`src/hdl/jdc_pkg.sv`:
```
// Shared widths, calendar constants and month table for the Julian Day converter.
`default_nettype none

package jdc_pkg;

  localparam int IN_W    = 39;
  localparam int YEAR_W  = 16;
  localparam int MONTH_W = 4;
  localparam int DAY_W   = 5;
  localparam int FO_W    = 16;
  localparam int XW      = 9;
  localparam int EW      = 4;

  localparam int GREG_START  = 2299161;
  localparam int ALPHA_OFS   = 7468865;
  localparam int GREG_CYCLE  = 146097;
  localparam int JUL_CYCLE   = 7305;
  localparam int B_OFS       = 1524;
  localparam int C_OFS       = 2442;
  localparam int DAYS_4Y     = 1461;
  localparam int YEAR_LATE   = 4716;
  localparam int YEAR_EARLY  = 4715;
  localparam int E_WRAP      = 14;

  // floor(30.6001 * e)
  function automatic logic [XW-1:0] month_base(input logic [EW-1:0] e);
    logic [XW-1:0] r;
    unique case (e)
      4'd0:    r = 9'd0;
      4'd1:    r = 9'd30;
      4'd2:    r = 9'd61;
      4'd3:    r = 9'd91;
      4'd4:    r = 9'd122;
      4'd5:    r = 9'd153;
      4'd6:    r = 9'd183;
      4'd7:    r = 9'd214;
      4'd8:    r = 9'd244;
      4'd9:    r = 9'd275;
      4'd10:   r = 9'd306;
      4'd11:   r = 9'd336;
      4'd12:   r = 9'd367;
      4'd13:   r = 9'd397;
      4'd14:   r = 9'd428;
      4'd15:   r = 9'd459;
      default: r = 9'd0;
    endcase
    return r;
  endfunction

endpackage

`default_nettype wire

```
`src/hdl/jdc_if.sv`:
```
// Valid/ready channel interfaces for the timestamp input and the date output.
`default_nettype none

interface jdc_stamp_if
  import jdc_pkg::*;
();
  logic            valid;
  logic            ready;
  logic [IN_W-1:0] julian_time;

  modport source (output valid, output julian_time, input ready);
  modport sink   (input valid, input julian_time, output ready);
endinterface

interface jdc_date_if
  import jdc_pkg::*;
();
  logic                     valid;
  logic                     ready;
  logic signed [YEAR_W-1:0] year;
  logic [MONTH_W-1:0]       month;
  logic [DAY_W-1:0]         day_whole;
  logic [FO_W-1:0]          day_fraction;

  modport source (output valid, output year, output month, output day_whole,
                  output day_fraction, input ready);
  modport sink   (input valid, input year, input month, input day_whole,
                  input day_fraction, output ready);
endinterface

`default_nettype wire

```
`src/hdl/jdc_cdiv.sv`:
```
// Pipelined division by a constant through reciprocal multiplication, with sideband.
`default_nettype none

module jdc_cdiv
  import jdc_pkg::*;
#(
  parameter int NW      = 26,
  parameter int DIVISOR = 146097,
  parameter int SW      = 8
) (
  input  logic          clk,
  input  logic          rst,
  input  logic          en,
  input  logic          vin,
  input  logic [NW-1:0] num,
  input  logic [SW-1:0] side_in,
  output logic          vout,
  output logic [NW-1:0] quo,
  output logic [SW-1:0] side_out
);

  localparam int LW  = $clog2(DIVISOR);
  localparam int KW  = NW + LW;
  localparam int MW  = NW + 1;
  localparam int HW  = (MW + 1) / 2;
  localparam int PHW = NW + MW - HW;
  localparam int PLW = NW + HW;
  localparam int PW  = NW + MW;
  localparam logic [MW-1:0] MUL =
    MW'(((longint'(1) << KW) + longint'(DIVISOR) - longint'(1)) / longint'(DIVISOR));
  localparam logic [MW-HW-1:0] MUL_HI = MUL[MW-1:HW];
  localparam logic [HW-1:0]    MUL_LO = MUL[HW-1:0];

  logic [PHW-1:0] ph;
  logic [PLW-1:0] pl;
  logic [SW-1:0]  side_a;
  logic           v_a;
  logic [PW-1:0]  full;
  logic [NW-1:0]  q_b;
  logic [SW-1:0]  side_b;
  logic           v_b;

  // stage A: partial products
  always_ff @(posedge clk) begin
    if (rst) begin
      v_a <= 1'b0;
    end else if (en) begin
      v_a <= vin;
    end
  end

  always_ff @(posedge clk) begin
    if (en) begin
      ph     <= PHW'(num) * PHW'(MUL_HI);
      pl     <= PLW'(num) * PLW'(MUL_LO);
      side_a <= side_in;
    end
  end

  // stage B: sum and scale
  assign full = (PW'(ph) << HW) + PW'(pl);

  always_ff @(posedge clk) begin
    if (rst) begin
      v_b <= 1'b0;
    end else if (en) begin
      v_b <= v_a;
    end
  end

  always_ff @(posedge clk) begin
    if (en) begin
      q_b    <= NW'(full[PW-1:KW]);
      side_b <= side_a;
    end
  end

  assign vout     = v_b;
  assign quo      = q_b;
  assign side_out = side_b;

endmodule

`default_nettype wire

```
`src/hdl/julian_day_to_calendar_date.sv`:
```
// Julian Day (fixed point) to calendar date converter, Meeus method, fully pipelined.
//
//   port   | role   | payload
//   -------+--------+---------------------------------------------------
//   stamp  | sink   | julian_time[38:0], FRAC_BITS fraction bits
//   date   | source | year (signed), month, day_whole, day_fraction
//
// One transfer per clock unless date stalls. For any FRAC_BITS there are seven
// single stages plus two in each constant divider (partial products, then
// sum and scale).
// rst clears the stage valid bits only; no state besides the pipeline.
// A stall on date freezes every stage, and stamp.ready drops with it.
`default_nettype none

module julian_day_to_calendar_date
  import jdc_pkg::*;
#(
  parameter int FRAC_BITS = 16
) (
  input  logic        clk,
  input  logic        rst,
  jdc_stamp_if.sink   stamp,
  jdc_date_if.source  date
);

  localparam int ZW    = IN_W + 1 - FRAC_BITS;
  localparam int ZXW   = (ZW > 24) ? ZW : 24;
  localparam int N1W   = ZXW + 2;
  localparam int BW    = ZXW + 1;
  localparam int N2W   = BW + 5;
  localparam int CW    = BW - 7;
  localparam int PW    = CW + 11;
  localparam int S1W   = 1 + ZXW + FO_W;
  localparam int S2W   = BW + FO_W;
  localparam logic [IN_W:0] HALF = (IN_W+1)'(1) << (FRAC_BITS - 1);

  logic adv;
  logic out_v;

  assign adv         = !out_v || date.ready;
  assign stamp.ready = adv;

  // stage 1: add half day, split
  logic [IN_W:0]  sum;
  logic [FO_W-1:0] frac_cut;
  logic            s1_v;
  logic [ZW-1:0]   z1;
  logic [FO_W-1:0] f1;

  assign sum = {1'b0, stamp.julian_time} + HALF;

  if (FRAC_BITS >= FO_W) begin : g_frac_cut
    assign frac_cut = sum[FRAC_BITS-1 -: FO_W];
  end else begin : g_frac_pad
    assign frac_cut = {sum[FRAC_BITS-1:0], {(FO_W - FRAC_BITS){1'b0}}};
  end

  always_ff @(posedge clk) begin
    if (rst) begin
      s1_v <= 1'b0;
    end else if (adv) begin
      s1_v <= stamp.valid;
    end
  end

  always_ff @(posedge clk) begin
    if (adv) begin
      z1 <= sum[IN_W:FRAC_BITS];
      f1 <= frac_cut;
    end
  end

  // stage 2: Gregorian test and alpha numerator
  logic [ZXW-1:0]  zx1;
  logic            g_next;
  logic            s2_v;
  logic [N1W-1:0]  n1;
  logic [S1W-1:0]  side1;

  assign zx1    = ZXW'(z1);
  assign g_next = zx1 >= ZXW'(GREG_START);

  always_ff @(posedge clk) begin
    if (rst) begin
      s2_v <= 1'b0;
    end else if (adv) begin
      s2_v <= s1_v;
    end
  end

  always_ff @(posedge clk) begin
    if (adv) begin
      n1    <= g_next ? ({zx1, 2'b00} - N1W'(ALPHA_OFS)) : '0;
      side1 <= {g_next, zx1, f1};
    end
  end

  logic           d1_v;
  logic [N1W-1:0] alpha;
  logic [S1W-1:0] side1_q;

  jdc_cdiv #(
    .NW(N1W), .DIVISOR(GREG_CYCLE), .SW(S1W)
  ) u_div_alpha (
    .clk(clk), .rst(rst), .en(adv), .vin(s2_v), .num(n1), .side_in(side1),
    .vout(d1_v), .quo(alpha), .side_out(side1_q)
  );

  // stage 3: b = a + 1524
  logic [BW-1:0]  alpha_t;
  logic [BW-1:0]  adj;
  logic           s3_v;
  logic [BW-1:0]  b3;
  logic [FO_W-1:0] f3;

  assign alpha_t = alpha[BW-1:0];
  assign adj     = side1_q[S1W-1] ? (alpha_t + BW'(1) - (alpha_t >> 2)) : '0;

  always_ff @(posedge clk) begin
    if (rst) begin
      s3_v <= 1'b0;
    end else if (adv) begin
      s3_v <= d1_v;
    end
  end

  always_ff @(posedge clk) begin
    if (adv) begin
      b3 <= BW'(side1_q[FO_W +: ZXW]) + adj + BW'(B_OFS);
      f3 <= side1_q[FO_W-1:0];
    end
  end

  // stage 4: c numerator 20b - 2442
  logic           s4_v;
  logic [N2W-1:0] n2;
  logic [S2W-1:0] side2;

  always_ff @(posedge clk) begin
    if (rst) begin
      s4_v <= 1'b0;
    end else if (adv) begin
      s4_v <= s3_v;
    end
  end

  always_ff @(posedge clk) begin
    if (adv) begin
      n2    <= (N2W'(b3) << 4) + (N2W'(b3) << 2) - N2W'(C_OFS);
      side2 <= {b3, f3};
    end
  end

  logic           d2_v;
  logic [N2W-1:0] cq;
  logic [S2W-1:0] side2_q;

  jdc_cdiv #(
    .NW(N2W), .DIVISOR(JUL_CYCLE), .SW(S2W)
  ) u_div_c (
    .clk(clk), .rst(rst), .en(adv), .vin(s4_v), .num(n2), .side_in(side2),
    .vout(d2_v), .quo(cq), .side_out(side2_q)
  );

  // stage 5: d = floor(1461c / 4)
  logic [CW-1:0]   c4;
  logic [PW-1:0]   prod;
  logic            s5_v;
  logic [BW-1:0]   d5;
  logic [BW-1:0]   b5;
  logic [YEAR_W-1:0] c5;
  logic [FO_W-1:0] f5;

  assign c4   = cq[CW-1:0];
  assign prod = PW'(c4) * PW'(DAYS_4Y);

  always_ff @(posedge clk) begin
    if (rst) begin
      s5_v <= 1'b0;
    end else if (adv) begin
      s5_v <= d2_v;
    end
  end

  always_ff @(posedge clk) begin
    if (adv) begin
      d5 <= prod[BW+1:2];
      b5 <= side2_q[FO_W +: BW];
      c5 <= c4[YEAR_W-1:0];
      f5 <= side2_q[FO_W-1:0];
    end
  end

  // stage 6: day offset within the March-based year
  logic [BW-1:0]     diff;
  logic              s6_v;
  logic [XW-1:0]     x6;
  logic [YEAR_W-1:0] c6;
  logic [FO_W-1:0]   f6;

  assign diff = b5 - d5;

  always_ff @(posedge clk) begin
    if (rst) begin
      s6_v <= 1'b0;
    end else if (adv) begin
      s6_v <= s5_v;
    end
  end

  always_ff @(posedge clk) begin
    if (adv) begin
      x6 <= diff[XW-1:0];
      c6 <= c5;
      f6 <= f5;
    end
  end

  // stage 7: month index, day, month, year
  logic [EW-1:0]      e7;
  logic [MONTH_W-1:0] month_next;
  logic [DAY_W-1:0]   day_next;
  logic [YEAR_W-1:0]  year_next;
  logic [XW-1:0]      day_wide;
  logic [YEAR_W-1:0]  year_r;
  logic [MONTH_W-1:0] month_r;
  logic [DAY_W-1:0]   day_r;
  logic [FO_W-1:0]    frac_r;

  always_comb begin
    e7 = '0;
    for (int k = 1; k < 16; k++) begin
      if (x6 > month_base(EW'(k))) begin
        e7 = e7 + EW'(1);
      end
    end
    day_wide   = x6 - month_base(e7);
    day_next   = day_wide[DAY_W-1:0];
    month_next = (e7 < EW'(E_WRAP)) ? (e7 - MONTH_W'(1)) : (e7 - MONTH_W'(13));
    year_next  = (month_next > MONTH_W'(2)) ? (c6 - YEAR_W'(YEAR_LATE))
                                            : (c6 - YEAR_W'(YEAR_EARLY));
  end

  always_ff @(posedge clk) begin
    if (rst) begin
      out_v <= 1'b0;
    end else if (adv) begin
      out_v <= s6_v;
    end
  end

  always_ff @(posedge clk) begin
    if (adv) begin
      year_r  <= year_next;
      month_r <= month_next;
      day_r   <= day_next;
      frac_r  <= f6;
    end
  end

  assign date.valid        = out_v;
  assign date.year         = year_r;
  assign date.month        = month_r;
  assign date.day_whole    = day_r;
  assign date.day_fraction = frac_r;

endmodule

`default_nettype wire

```
`src/flat_wrapper.sv`:
```
// flat-port wrapper written by rule: the top's interface ports become plain ports
module julian_day_to_calendar_date_flat import jdc_pkg::*;
#(
  parameter int FRAC_BITS = 16
)
  (clk, rst, stamp_valid, stamp_julian_time, stamp_ready, date_valid, date_year, date_month, date_day_whole, date_day_fraction, date_ready);
  jdc_stamp_if stamp_i ();
  jdc_date_if date_i ();
  input  logic clk;
  input  logic rst;
  input wire logic [$bits(stamp_i.valid)-1:0] stamp_valid;
  input wire logic [$bits(stamp_i.julian_time)-1:0] stamp_julian_time;
  output wire logic [$bits(stamp_i.ready)-1:0] stamp_ready;
  output wire logic [$bits(date_i.valid)-1:0] date_valid;
  output wire logic [$bits(date_i.year)-1:0] date_year;
  output wire logic [$bits(date_i.month)-1:0] date_month;
  output wire logic [$bits(date_i.day_whole)-1:0] date_day_whole;
  output wire logic [$bits(date_i.day_fraction)-1:0] date_day_fraction;
  input wire logic [$bits(date_i.ready)-1:0] date_ready;
  assign stamp_i.valid = stamp_valid;
  assign stamp_i.julian_time = stamp_julian_time;
  assign stamp_ready = stamp_i.ready;
  assign date_valid = date_i.valid;
  assign date_year = date_i.year;
  assign date_month = date_i.month;
  assign date_day_whole = date_i.day_whole;
  assign date_day_fraction = date_i.day_fraction;
  assign date_i.ready = date_ready;
  julian_day_to_calendar_date #(.FRAC_BITS(FRAC_BITS)) u_core (.clk(clk), .rst(rst), .stamp(stamp_i), .date(date_i));
endmodule
```
`config.mk`:
```
export PLATFORM = sky130hd
export DESIGN_NAME = julian_day_to_calendar_date_flat
export DESIGN_NICKNAME = d
export VERILOG_FILES = /design/src/hdl/jdc_pkg.sv /design/src/hdl/jdc_if.sv /design/src/hdl/jdc_cdiv.sv /design/src/hdl/julian_day_to_calendar_date.sv /design/src/flat_wrapper.sv
export SDC_FILE = /design/constraint.sdc
export NUM_CORES = 2
export LEC_CHECK = 0
export BUFFER_PORTS_ARGS = -buffer_cell sky130_fd_sc_hd__clkbuf_2
export CORE_UTILIZATION = 40
export CTS_CLUSTER_SIZE = 40
export DETAILED_ROUTE_END_ITERATION = 6
export PLACE_DENSITY_LB_ADDON = 0.12
export RECOVER_POWER = 100
export SETUP_SLACK_MARGIN = 0.2
export SYNTH_ARGS = -nofsm -noshare
export SYNTH_HDL_FRONTEND = slang
export SYNTH_SLANG_ARGS = --single-unit
```
`constraint.sdc`:
```
create_clock -name clk -period 26.8 [get_ports clk]
set_clock_uncertainty 0.1 [all_clocks]
set_input_delay 2.68 -clock clk [delete_from_list [all_inputs] [get_ports clk]]
set_output_delay 2.68 -clock clk [all_outputs]
set_load 0.05 [all_outputs]
```
==> impl_metrics.ini <==
[run_status]
run_status = finished with violations
violations = max-capacitance violations, max-slew violations

[place]
io_buffers = 85
dp_hpwl_mm = 81.2
place_congestion = 0.866

[clocking]
root_buffer = clkbuf_16
postCtsSetupBuffers = 0
cts_tree = done
cts.hold.buffers_added = 0
clk_pin_slew_ps = 60
cts_resized = 0
cts_max_level = 3
insertion_delay_ps = 680
ctsLongestPathBuffers = 3
cts_sinks = 633
cts-buffers-inserted = 76

[setup_path]
rr_worst_depth = 6
startpoint_type = primary input
cp_max_fo = 151
worstPathArrival_ps = 15560
rr_startpoint = u_core.date.valid
critPathLaunch = date_ready
r2r-end = u_core.u_div_c.ph[36]
r2r_slack_ps = 13030
worstSetupPathType = primary input to flip-flop
worst-endpoint-required_ps = 26880
endpoint_kind = flip-flop

[logic_synthesis]
synth_edf_count = 622
synth_top_family_by_area = adder cells
synth-seq-area-share_pct = 37.4
syn_avg_cell_area_um2 = 12.3
yosysWarnings = 0
netlist.area_leader.share_pct = 37.0
yosys.area_share.simple_pct = 5.95
synth_compound_area_share_pct = 7.12
synth-main-ff-cell = edfxtp_1
synthDistinctLibCells = 82
syn_inst = 4087
synthXorXnorAreaFrac_pct = 5.67
synth_area_leaders = edfxtp_1 (37%), fa_1 (20%), ha_1 (18%)
synth_adder_area_share_pct = 38.2
ys_ff_latch = 633
synth_area_leader_cell = edfxtp_1
async_flop_share_pct = 0
syn_area_um2 = 50500
synth_mux_area_share_pct = 0.191
syn_nets = 5366

[global_routing]
antenna_found_initial = 0
grt.total_usage_pct = 16.6
grt_pass1_wl_mm = 165
grt_max_degree = 152
overflow = 0
grt_pass1_vias = 30400

[floorplan]
pin_count = 86
coreArea_um2 = 124000
floorplan.initialDensity_pct = 40.6
fp.dieW_um = 357
dieArea_um2 = 128000
rows = 129
die_y_um = 357

[route]
drc_errors = 0
antenna_left = 0
vias = 28800
dr.first_iter.drc_count = 1476
vias_per_cell = 4.85
wire_per_inst_um = 17.0
routed_wl_mm = 101
first_pass_iters = 5

[min_path]
worstHoldStart = u_core.u_div_alpha.side_a[32]
worstHoldPathCells = 0
whs_endpoint = u_core.u_div_alpha.side_out[32]
hold_path.class = flip-flop to flip-flop

[cells_and_area]
insertedDiodeCount = 0
area_delta_synth_final_pct = 9.67
layout.nets = 5521
final_layout_size_suffix_gt1_share_pct = 4.72

[sta]
period_needed_ps = 15480
worstMarginPinSlew_ps = 8200
drv_slew = 648
rsz0062_at_grt = false
finalSetupViolCount = 0
setup_tns_ps = 0
min_period_over_period_pct = 57.8
finalHoldViolCount = 0
max-slew-margin-rel_pct = -446
fmax_mhz = 64.6

[job]
max_cap_violations = 8
==> worst max path at each step <==
stage,end,slack [ps],cells past startpoint
floorplan,stamp_ready,3850,3
global placement,u_core.date.year[14],15590,51
detailed placement,u_core.date.year[10],15430,51
CTS,u_core.date.year[10],15420,51
global route,u_core.f6[0],9830,7
finish,u_core.u_div_c.ph[36],11320,7
==> routing by layer <==
layer / wire length, um / track usage, % / up-vias
li1: - / - / 14300
met1: 47900 / 22.8 / 14000
met2: 47600 / 27.5 / 327
met3: 2850 / 2.22 / 132
met4: 2660 / 4.93 / 0
met5: 0 / 0 / -
==> area by class of cell <==
type | instances | area, um2
clock inverters | 50 | 597
clock buffers | 91 | 1960
inverters | 699 | 2630
well taps | 1637 | 2050
multi-input cells | 2730 | 28800
repair buffers | 102 | 458
fillers | 11600 | 69100
flip-flops and latches | 633 | 18900
==> cell usage in the layout, fill, tap and decap left out, types with 8 or more instances in the layout <==
master and instances:
clkbuf_16 76, o211ai_1 15, nand3_1 57, nand2b_1 21, a211oi_1 17, a21boi_0 11
clkbuf_1 71, a31oi_1 19, and2_1 13, nand4_1 25, a21oi_1 152, bufinv_16 8
nor2_1 185, xnor2_1 202, fa_1 508, nor2b_1 42, clkbuf_2 39, clkinv_2 19
or2_2 13, ha_1 728, a21o_1 83, o21bai_1 23, clkinv_1 8, a211o_1 10
and3_1 27, o31ai_1 8, inv_1 695, o21ai_0 98, or3_1 12, nor3_1 59
edfxtp_1 622, dfxtp_1 11, o21a_1 42, xor2_1 103, nand2_1 141
==> cell usage after synthesis (5+ instances only) <==
| master | count |
|---|---|
| a31o_2 | 5 |
| a21o_1 | 83 |
| nand2b_1 | 21 |
| o211ai_1 | 15 |
| a21boi_0 | 11 |
| and4_1 | 7 |
| nand4_1 | 25 |
| a31oi_1 | 19 |
| nand2_1 | 141 |
| o21a_1 | 42 |
| and2_1 | 18 |
| clkbuf_1 | 17 |
| nand3_1 | 57 |
| xnor2_1 | 201 |
| dfxtp_1 | 11 |
| o21ai_0 | 93 |
| nor2_1 | 185 |
| xor2_1 | 102 |
| a21oi_1 | 151 |
| ha_1 | 728 |
| edfxtp_1 | 622 |
| fa_1 | 508 |
| o31ai_1 | 8 |
| or2_2 | 13 |
| o21bai_1 | 23 |
| buf_2 | 7 |
| o22ai_1 | 6 |
| a211oi_1 | 17 |
| o21ai_1 | 10 |
| nor4_1 | 5 |
| a211o_1 | 10 |
| nor2b_1 | 42 |
| nor3_1 | 59 |
| or3_1 | 12 |
| and3_1 | 27 |
| inv_1 | 695 |
==> metrics by stage <==
stage               setup slack (ps)  hold slack [ps]  utilization, %  cell area (um2)  cells
finish                         11320              300            44.5            55300   5942
global route                    9830              296            44.5            55300   5942
CTS                            15420              288            44.6            55600   5942
detailed placement             15430              305            42.6            53000   5801
global placement               15590              301            42.6            53000   5801
floorplan                       3850              300               -            50500   4087
==> cells by family after synthesis <==
kind of cell | after synthesis
compound gates | 546
fa+ha+maj | 1236
xor+xnor | 312
mux | 9
buf+inv | 724
simple gates | 627
flops | 633
==> state kept, by name, indices dropped and copies added, names as in the netlist, 24 cells and up <==
name                         count
u_core.u_div_alpha.side_a       41
u_core.n2                       28
u_core.side2                    25
u_core.u_div_alpha.ph           38
u_core.n1                       25
u_core.z1                       24
u_core.u_div_c.side_a           25
u_core.b3                       25
u_core.u_div_c.ph               41
u_core.u_div_alpha.pl           26
u_core.u_div_c.side_out         25
u_core.u_div_c.pl               28
u_core.side1                    41
u_core.u_div_alpha.side_out     41
==> critical path: stages <==
cell,delay (ps)
clkbuf_2,80
nor2b_1,30
clkbuf_1,250
clkinvlp_2,1420
clkbuf_1,1800
clkbuf_1,5620
clkbuf_1,3170
Power is not shown: default switching activity piles up to over one toggle a cycle in this logic, so the estimate is an artifact.
